===== src/sv/sgrap_pkg.sv =====
// Shared types and constants for the SGR attribute parser.
// No dependencies; imported by every module of the block.
package sgrap_pkg;

  localparam int unsigned CharW  = 8;
  localparam int unsigned AccumW = 8;
  localparam int unsigned CountW = 8;
  localparam int unsigned ColorW = 5;

  localparam logic [CharW-1:0]  CHAR_END  = 8'h00;
  localparam logic [CharW-1:0]  CHAR_ZERO = 8'h30;
  localparam logic [CharW-1:0]  CHAR_NINE = 8'h39;

  localparam logic [AccumW-1:0] ACCUM_MAX = 8'hFF;
  localparam logic [CountW-1:0] COUNT_MAX = 8'hFF;

  // Color index value meaning "terminal default".
  localparam logic signed [ColorW-1:0] COLOR_DEFAULT = 5'sh1F;

  // SGR codes
  localparam logic [AccumW-1:0] CODE_RESET     = 8'd0;
  localparam logic [AccumW-1:0] CODE_BOLD_ON   = 8'd1;
  localparam logic [AccumW-1:0] CODE_UL_ON     = 8'd4;
  localparam logic [AccumW-1:0] CODE_REV_ON    = 8'd7;
  localparam logic [AccumW-1:0] CODE_BOLD_OFF  = 8'd22;
  localparam logic [AccumW-1:0] CODE_UL_OFF    = 8'd24;
  localparam logic [AccumW-1:0] CODE_REV_OFF   = 8'd27;
  localparam logic [AccumW-1:0] CODE_FG_LO     = 8'd30;
  localparam logic [AccumW-1:0] CODE_FG_HI     = 8'd37;
  localparam logic [AccumW-1:0] CODE_FG_DEF    = 8'd39;
  localparam logic [AccumW-1:0] CODE_BG_LO     = 8'd40;
  localparam logic [AccumW-1:0] CODE_BG_HI     = 8'd47;
  localparam logic [AccumW-1:0] CODE_BG_DEF    = 8'd49;
  localparam logic [AccumW-1:0] CODE_FG_BR_LO  = 8'd90;
  localparam logic [AccumW-1:0] CODE_FG_BR_HI  = 8'd97;
  localparam logic [AccumW-1:0] CODE_BG_BR_LO  = 8'd100;
  localparam logic [AccumW-1:0] CODE_BG_BR_HI  = 8'd107;

  // Attribute update requested by one closed code.
  typedef struct packed {
    logic                     clr_all;
    logic                     bold_set;
    logic                     bold_val;
    logic                     ul_set;
    logic                     ul_val;
    logic                     rev_set;
    logic                     rev_val;
    logic                     fg_set;
    logic signed [ColorW-1:0] fg_val;
    logic                     bg_set;
    logic signed [ColorW-1:0] bg_val;
  } sgrap_action_t;

endpackage


===== src/sv/sgr_attribute_parser.sv =====
// SGR attribute parser top level: input register, accumulate/apply logic,
// result register. Depends on sgrap_pkg and sgrap_code_dec.
//
// Usage:
//   Input channel (in_valid_i / in_ready_o / char_in_i) carries one byte of
//   an SGR parameter string per beat. Digits build a decimal code; any other
//   byte closes it; a zero byte closes it and ends the string.
//   Output channel (out_valid_o / out_ready_i) carries one result beat per
//   input beat: the attribute state after that byte, the count of codes
//   applied so far in the string, and string_done on the end byte.
// Path: input register, then the per-byte logic, then the result register.
// Throughput: one byte per cycle while out_ready_i is high. The per-byte
//   work is a x10 accumulate with saturation and a small code decode, all
//   between the two registers.
// Reset: attributes go to default colors and all flags off; the code
//   accumulator and per-string count clear; both registers empty.
// Stall: if out_ready_i is low the result register holds, the input register
//   keeps its byte, and in_ready_o drops once both are full. Up to two bytes
//   are buffered, so the sender sees no bubble when the stall releases.
module sgr_attribute_parser
  import sgrap_pkg::*;
(
  input  logic                     clk_i,
  input  logic                     rst_ni,
  // input beats
  input  logic                     in_valid_i,
  output logic                     in_ready_o,
  input  logic [CharW-1:0]         char_in_i,
  // result beats
  output logic                     out_valid_o,
  input  logic                     out_ready_i,
  output logic signed [ColorW-1:0] fg_color_o,
  output logic signed [ColorW-1:0] bg_color_o,
  output logic                     bold_on_o,
  output logic                     underline_on_o,
  output logic                     reverse_on_o,
  output logic [CountW-1:0]        codes_applied_o,
  output logic                     string_done_o
);

  // ---------------- input register ----------------
  logic             in_vld_q;
  logic [CharW-1:0] char_q;
  logic             s1_adv;
  logic             out_vld_q;

  // Input stage moves on when the result register is free or draining.
  assign s1_adv     = in_vld_q && (!out_vld_q || out_ready_i);
  assign in_ready_o = !in_vld_q || s1_adv;

  always_ff @(posedge clk_i or negedge rst_ni) begin
    if (!rst_ni) begin
      in_vld_q <= 1'b0;
    end else if (in_ready_o) begin
      in_vld_q <= in_valid_i;
    end
  end

  always_ff @(posedge clk_i) begin
    if (in_valid_i && in_ready_o) begin
      char_q <= char_in_i;
    end
  end

  // ---------------- parser state ----------------
  logic signed [ColorW-1:0] fg_q, fg_d;
  logic signed [ColorW-1:0] bg_q, bg_d;
  logic                     bold_q, bold_d;
  logic                     ul_q, ul_d;
  logic                     rev_q, rev_d;
  logic [AccumW-1:0]        accum_q, accum_d;
  logic                     have_q, have_d;
  logic [CountW-1:0]        count_q, count_d;

  // ---------------- per-byte logic ----------------
  logic                is_digit;
  logic                is_end;
  logic                close_code;
  logic [CharW-1:0]    digit_full;
  logic [AccumW+3:0]   accum_x10;   // up to 255*10+9, fits 12 bits
  logic [AccumW+3:0]   accum_sum;
  logic [CountW-1:0]   count_inc;
  sgrap_action_t       act;

  assign is_digit   = (char_q >= CHAR_ZERO) && (char_q <= CHAR_NINE);
  assign is_end     = (char_q == CHAR_END);
  assign close_code = !is_digit && have_q;
  assign digit_full = char_q - CHAR_ZERO;

  // x10 as shift-and-add: 8a + 2a
  assign accum_x10 = {1'b0, accum_q, 3'b000} + {3'b000, accum_q, 1'b0};
  assign accum_sum = accum_x10 + {8'h00, digit_full[3:0]};

  sgrap_code_dec u_dec (
    .code_i (accum_q),
    .act_o  (act)
  );

  assign count_inc = (count_q != COUNT_MAX) ? count_q + 1'b1 : count_q;

  always_comb begin
    fg_d    = fg_q;
    bg_d    = bg_q;
    bold_d  = bold_q;
    ul_d    = ul_q;
    rev_d   = rev_q;
    accum_d = '0;
    have_d  = 1'b0;
    count_d = count_q;

    if (is_digit) begin
      accum_d = (accum_sum > {4'h0, ACCUM_MAX}) ? ACCUM_MAX : accum_sum[AccumW-1:0];
      have_d  = 1'b1;
    end else if (close_code) begin
      count_d = count_inc;
      if (act.clr_all) begin
        fg_d   = COLOR_DEFAULT;
        bg_d   = COLOR_DEFAULT;
        bold_d = 1'b0;
        ul_d   = 1'b0;
        rev_d  = 1'b0;
      end
      if (act.bold_set) bold_d = act.bold_val;
      if (act.ul_set)   ul_d   = act.ul_val;
      if (act.rev_set)  rev_d  = act.rev_val;
      if (act.fg_set)   fg_d   = act.fg_val;
      if (act.bg_set)   bg_d   = act.bg_val;
    end
  end

  always_ff @(posedge clk_i or negedge rst_ni) begin
    if (!rst_ni) begin
      fg_q    <= COLOR_DEFAULT;
      bg_q    <= COLOR_DEFAULT;
      bold_q  <= 1'b0;
      ul_q    <= 1'b0;
      rev_q   <= 1'b0;
      accum_q <= '0;
      have_q  <= 1'b0;
      count_q <= '0;
    end else if (s1_adv) begin
      fg_q    <= fg_d;
      bg_q    <= bg_d;
      bold_q  <= bold_d;
      ul_q    <= ul_d;
      rev_q   <= rev_d;
      accum_q <= accum_d;
      have_q  <= have_d;
      // count clears after the end byte; the result still shows it
      count_q <= is_end ? '0 : count_d;
    end
  end

  // ---------------- result register ----------------
  always_ff @(posedge clk_i or negedge rst_ni) begin
    if (!rst_ni) begin
      out_vld_q <= 1'b0;
    end else if (!out_vld_q || out_ready_i) begin
      out_vld_q <= in_vld_q;
    end
  end

  always_ff @(posedge clk_i) begin
    if (s1_adv) begin
      fg_color_o      <= fg_d;
      bg_color_o      <= bg_d;
      bold_on_o       <= bold_d;
      underline_on_o  <= ul_d;
      reverse_on_o    <= rev_d;
      codes_applied_o <= count_d;
      string_done_o   <= is_end;
    end
  end

  assign out_valid_o = out_vld_q;

endmodule


===== src/sv/sgrap_code_dec.sv =====
// Decodes one closed SGR code into an attribute update.
// Depends on sgrap_pkg.
module sgrap_code_dec
  import sgrap_pkg::*;
(
  input  logic [AccumW-1:0] code_i,
  output sgrap_action_t     act_o
);

  logic [AccumW-1:0] fg_off;
  logic [AccumW-1:0] bg_off;
  logic [AccumW-1:0] fg_br_off;
  logic [AccumW-1:0] bg_br_off;

  assign fg_off    = code_i - CODE_FG_LO;
  assign bg_off    = code_i - CODE_BG_LO;
  assign fg_br_off = code_i - CODE_FG_BR_LO;
  assign bg_br_off = code_i - CODE_BG_BR_LO;

  always_comb begin
    act_o = '0;
    priority if (code_i == CODE_RESET) begin
      act_o.clr_all = 1'b1;
    end else if (code_i == CODE_BOLD_ON) begin
      act_o.bold_set = 1'b1;
      act_o.bold_val = 1'b1;
    end else if (code_i == CODE_UL_ON) begin
      act_o.ul_set = 1'b1;
      act_o.ul_val = 1'b1;
    end else if (code_i == CODE_REV_ON) begin
      act_o.rev_set = 1'b1;
      act_o.rev_val = 1'b1;
    end else if (code_i == CODE_BOLD_OFF) begin
      act_o.bold_set = 1'b1;
    end else if (code_i == CODE_UL_OFF) begin
      act_o.ul_set = 1'b1;
    end else if (code_i == CODE_REV_OFF) begin
      act_o.rev_set = 1'b1;
    end else if (code_i >= CODE_FG_LO && code_i <= CODE_FG_HI) begin
      act_o.fg_set = 1'b1;
      act_o.fg_val = {2'b00, fg_off[2:0]};
    end else if (code_i == CODE_FG_DEF) begin
      act_o.fg_set = 1'b1;
      act_o.fg_val = COLOR_DEFAULT;
    end else if (code_i >= CODE_BG_LO && code_i <= CODE_BG_HI) begin
      act_o.bg_set = 1'b1;
      act_o.bg_val = {2'b00, bg_off[2:0]};
    end else if (code_i == CODE_BG_DEF) begin
      act_o.bg_set = 1'b1;
      act_o.bg_val = COLOR_DEFAULT;
    end else if (code_i >= CODE_FG_BR_LO && code_i <= CODE_FG_BR_HI) begin
      act_o.fg_set = 1'b1;
      act_o.fg_val = {2'b01, fg_br_off[2:0]};
    end else if (code_i >= CODE_BG_BR_LO && code_i <= CODE_BG_BR_HI) begin
      act_o.bg_set = 1'b1;
      act_o.bg_val = {2'b01, bg_br_off[2:0]};
    end else begin
      act_o = '0;
    end
  end

endmodule


===== config.mk =====
export PLATFORM = sky130hd
export DESIGN_NAME = sgr_attribute_parser
export DESIGN_NICKNAME = d
export VERILOG_FILES = /design/src/sv/sgrap_pkg.sv /design/src/sv/sgr_attribute_parser.sv /design/src/sv/sgrap_code_dec.sv
export SDC_FILE = /design/constraint.sdc
export NUM_CORES = 1
export LEC_CHECK = 0
export ABC_AREA = 1
export BUFFER_PORTS_ARGS = -buffer_cell sky130_fd_sc_hd__buf_2
export CORE_MARGIN = 2
export CORE_UTILIZATION = 59
export DETAILED_ROUTE_END_ITERATION = 10
export PLACE_DENSITY = 0.8
export REMOVE_ABC_BUFFERS = 1
export SYNTH_ARGS = -nofsm -noshare
export SYNTH_HDL_FRONTEND = slang
export SYNTH_SLANG_ARGS = --single-unit

===== constraint.sdc =====
create_clock -name clk_i -period 3.1 [get_ports clk_i]
set_input_delay 0.465 -clock clk_i [delete_from_list [all_inputs] [get_ports clk_i]]
set_output_delay 0.465 -clock clk_i [all_outputs]
set_load 0.01 [all_outputs]

==> results.json <==
{
  "async_flop_share_pct": 51.6,
  "synth_area_per_cell_um2": 8.80,
  "grt_pass1_vias": 2746,
  "relSlewSlack_pct": 50.0,
  "setup_tns_ns": 0,
  "cp_max_fo": 7,
  "drt_iter0_drc": 178,
  "grt.total_usage_pct": 24.5,
  "fin_crit_ns": 2.70,
  "die_w_um": 81.7,
  "outcome": "finished, final reports clean",
  "drtPass1Iterations": 4,
  "synth_area_leaders": "edfxtp_1 25%, dfrtp_1 15%, nand2_1 9.9%, dfstp_2 7.4%, ha_1 6.3%",
  "ioPinCount": 36,
  "final_common_cell": "nand2_1",
  "slew_viol_final": 0,
  "worstSkewPairLatency_ns": 0.35,
  "vias": 2860,
  "h-tree-depth": 3,
  "yosys_most_used_dff": "edfxtp_1",
  "crit_path_start_kind": "flop",
  "wl_per_cell_um": 13.5,
  "yosys.area.top_type": "edfxtp_1",
  "clk_pin_slew_ns": 0.06,
  "final_hold_viol_count": 0,
  "cts_buffers": 9,
  "viasPerCell": 5.44,
  "routed_wl_mm": 7.11,
  "hpwl_mm": 5.13,
  "yosysTopAreaCellShare_pct": 25.3,
  "final_area_mm2": 0.00399,
  "holdCritPathClass": "in2async",
  "num_rows": 28,
  "finalWeightedCongestion": 0.915,
  "netlist_area_mm2": 0.00356,
  "holdBufCountCts": 0,
  "clock_path_buffers": 2,
  "core_area_mm2": 0.00589,
  "start_util_pct": 60.5,
  "grt-ovfl-total": 0,
  "reg2reg_to": "accum_q[0]",
  "port_buffers": 35,
  "yosysSeqAreaShare_pct": 48.1,
  "end_kind": "flop",
  "p_leak_nw": 1.90,
  "clock.fmax_ghz": 0.370,
  "ctsResizeCount": 0,
  "max-cap-violations": 0,
  "rrSetupSlack_ns": 0.40,
  "die_area_mm2": 0.00668,
  "clock-root-buffer": "clkbuf_8",
  "ir_drop_mv": 0.372,
  "route.detailed.drc": 0,
  "holdWs_ns": 0.183,
  "cts_tree": "yes",
  "synth_warnings": 0,
  "critPathKind": "reg2reg",
  "drive_gt1_share_pct": 21.5,
  "synth_cells": 405,
  "cp_data_required_time_ns": 3.30,
  "antenna_found_initial": 0,
  "r2r_start": "accum_q[0]",
  "cts_setup_buffers": 0,
  "finalSetupViolCount": 0,
  "diodes": 0,
  "rsz0062_at_grt": "false",
  "crit_arrival_ns": 2.90,
  "areaGrowthSynthToFinish_pct": 12.0,
  "clock_sinks": 62,
  "worstRegToRegCells": 11,
  "nNetsFinal": 478,
  "synth-seq-cells": 62,
  "fin_crit_sh_pct": 87.1,
  "postRouteAntennaNets": 0,
  "yosysUniqueCellTypes": 41,
  "critPathLaunch": "accum_q[0]",
  "worst_pin_slew_ns": 0.745,
  "p_per_area_mw_per_mm2": 633,
  "grt_max_degree": 54,
  "postPlaceCellArea_mm2": 0.00380,
  "grt_pass1_wl_mm": 12.2,
  "mostFrequentLayoutCells": "94 x nand2_1, 48 x inv_1, 35 x buf_2",
  "nFillCells": 479,
  "fin_skew_ns": 0.0132,
  "synth_edf_count": 30,
  "die_y_um": 81.7
}
## worst max-delay path, cell delays in order, from the launching register on
cell and delay [ns]:
dfrtp_1 0.47, fa_1 0.58, inv_1 0.07, fa_1 0.45
inv_1 0.10, nand4_1 0.11, nand3_1 0.11, o21ai_0 0.08
nor2_1 0.20, nand2_1 0.14, o21ai_0 0.16, o21ai_0 0.10
## where the power goes
group	leakage (nW)	internal [mW]	switching, mW
Clock	0.0964	0.391	0.306
Combinational	1.10	0.223	0.372
Sequential	0.697	1.14	0.0951
Total	1.90	1.75	0.774
## synthesized netlist by cell type, drive strengths merged, types with 2 or more instances
cell	count
clkbuf	3
nand2	107
nand4	3
ha	18
a31oi	6
inv	53
fa	2
nand3	33
nor3	6
a21oi	9
or2	3
dfstp	10
nand3b	3
o21ai	34
o22ai	5
buf	5
xor2	4
dfrtp	22
xnor2	3
edfxtp	30
nor2	38
## area by class of cell
cell class / instances / area [um^2] / area share [%]
Timing Repair Buffer: 38 / 198 / 4.95
Clock inverter: 4 / 47.5 / 1.19
Multi-Input combinational cell: 282 / 1600 / 40.0
Sequential cell: 62 / 1710 / 42.9
Inverter: 53 / 199 / 4.98
Clock buffer: 12 / 145 / 3.64
Tap cell: 75 / 93.8 / 2.35
## registers in the layout, indices dropped and copies added, names as in the netlist, 5 cells and up
| signal | cells |
|---|---|
| accum_q | 8 |
| bg_color_o | 5 |
| bg_q | 5 |
| char_q | 8 |
| codes_applied_o | 8 |
| count_q | 8 |
| fg_color_o | 5 |
| fg_q | 5 |
## cell families (layout without fill, tap and decap cells)
logic type                 count (synthesis)  after routing  share of synthesized area [%]
and+or+nand+nor                          195            195                           25.8
DFF                                       62             62                           48.1
buffers and inverters                     61            107                           7.13
AOI/OAI and AO/OA                         60             60                           9.76
adders and majority gates                 20             20                           7.44
xor gates and xnor gates                   7              7                           1.72
## stage by stage
| step | power (mW) | std cells | utilization, % | setup slack (ns) |
|---|---|---|---|---|
| global route | 2.68 | 526 | 67.8 | 0.106 |
| floorplan | 1.64 | 397 | - | 0.577 |
| detailed placement | 1.84 | 510 | 64.6 | 0.433 |
| finish | 2.53 | 526 | 67.8 | 0.400 |
| global placement | 1.80 | 510 | 64.6 | 0.530 |
| CTS | 2.54 | 526 | 67.8 | 0.400 |
## layer usage
layer	routed length, um	GRT usage (%)
met4	208	13.5
met1	3070	29.0
met3	401	6.92
met5	0	0
met2	3430	40.3
## worst max-delay path by stage
| stage | cells after the start | endpoint | slack [ns] |
|---|---|---|---|
| 5_1_grt | 11 | accum_q[4] | 0.11 |
| 6_report | 11 | accum_q[0] | 0.40 |
| 2_1_floorplan | 11 | accum_q[0] | 0.58 |
| 3_5_place_dp | 11 | accum_q[0] | 0.43 |
| 3_3_place_gp | 11 | accum_q[2] | 0.53 |
| 4_1_cts | 11 | accum_q[0] | 0.40 |
Power figures use the tool's default switching activity.
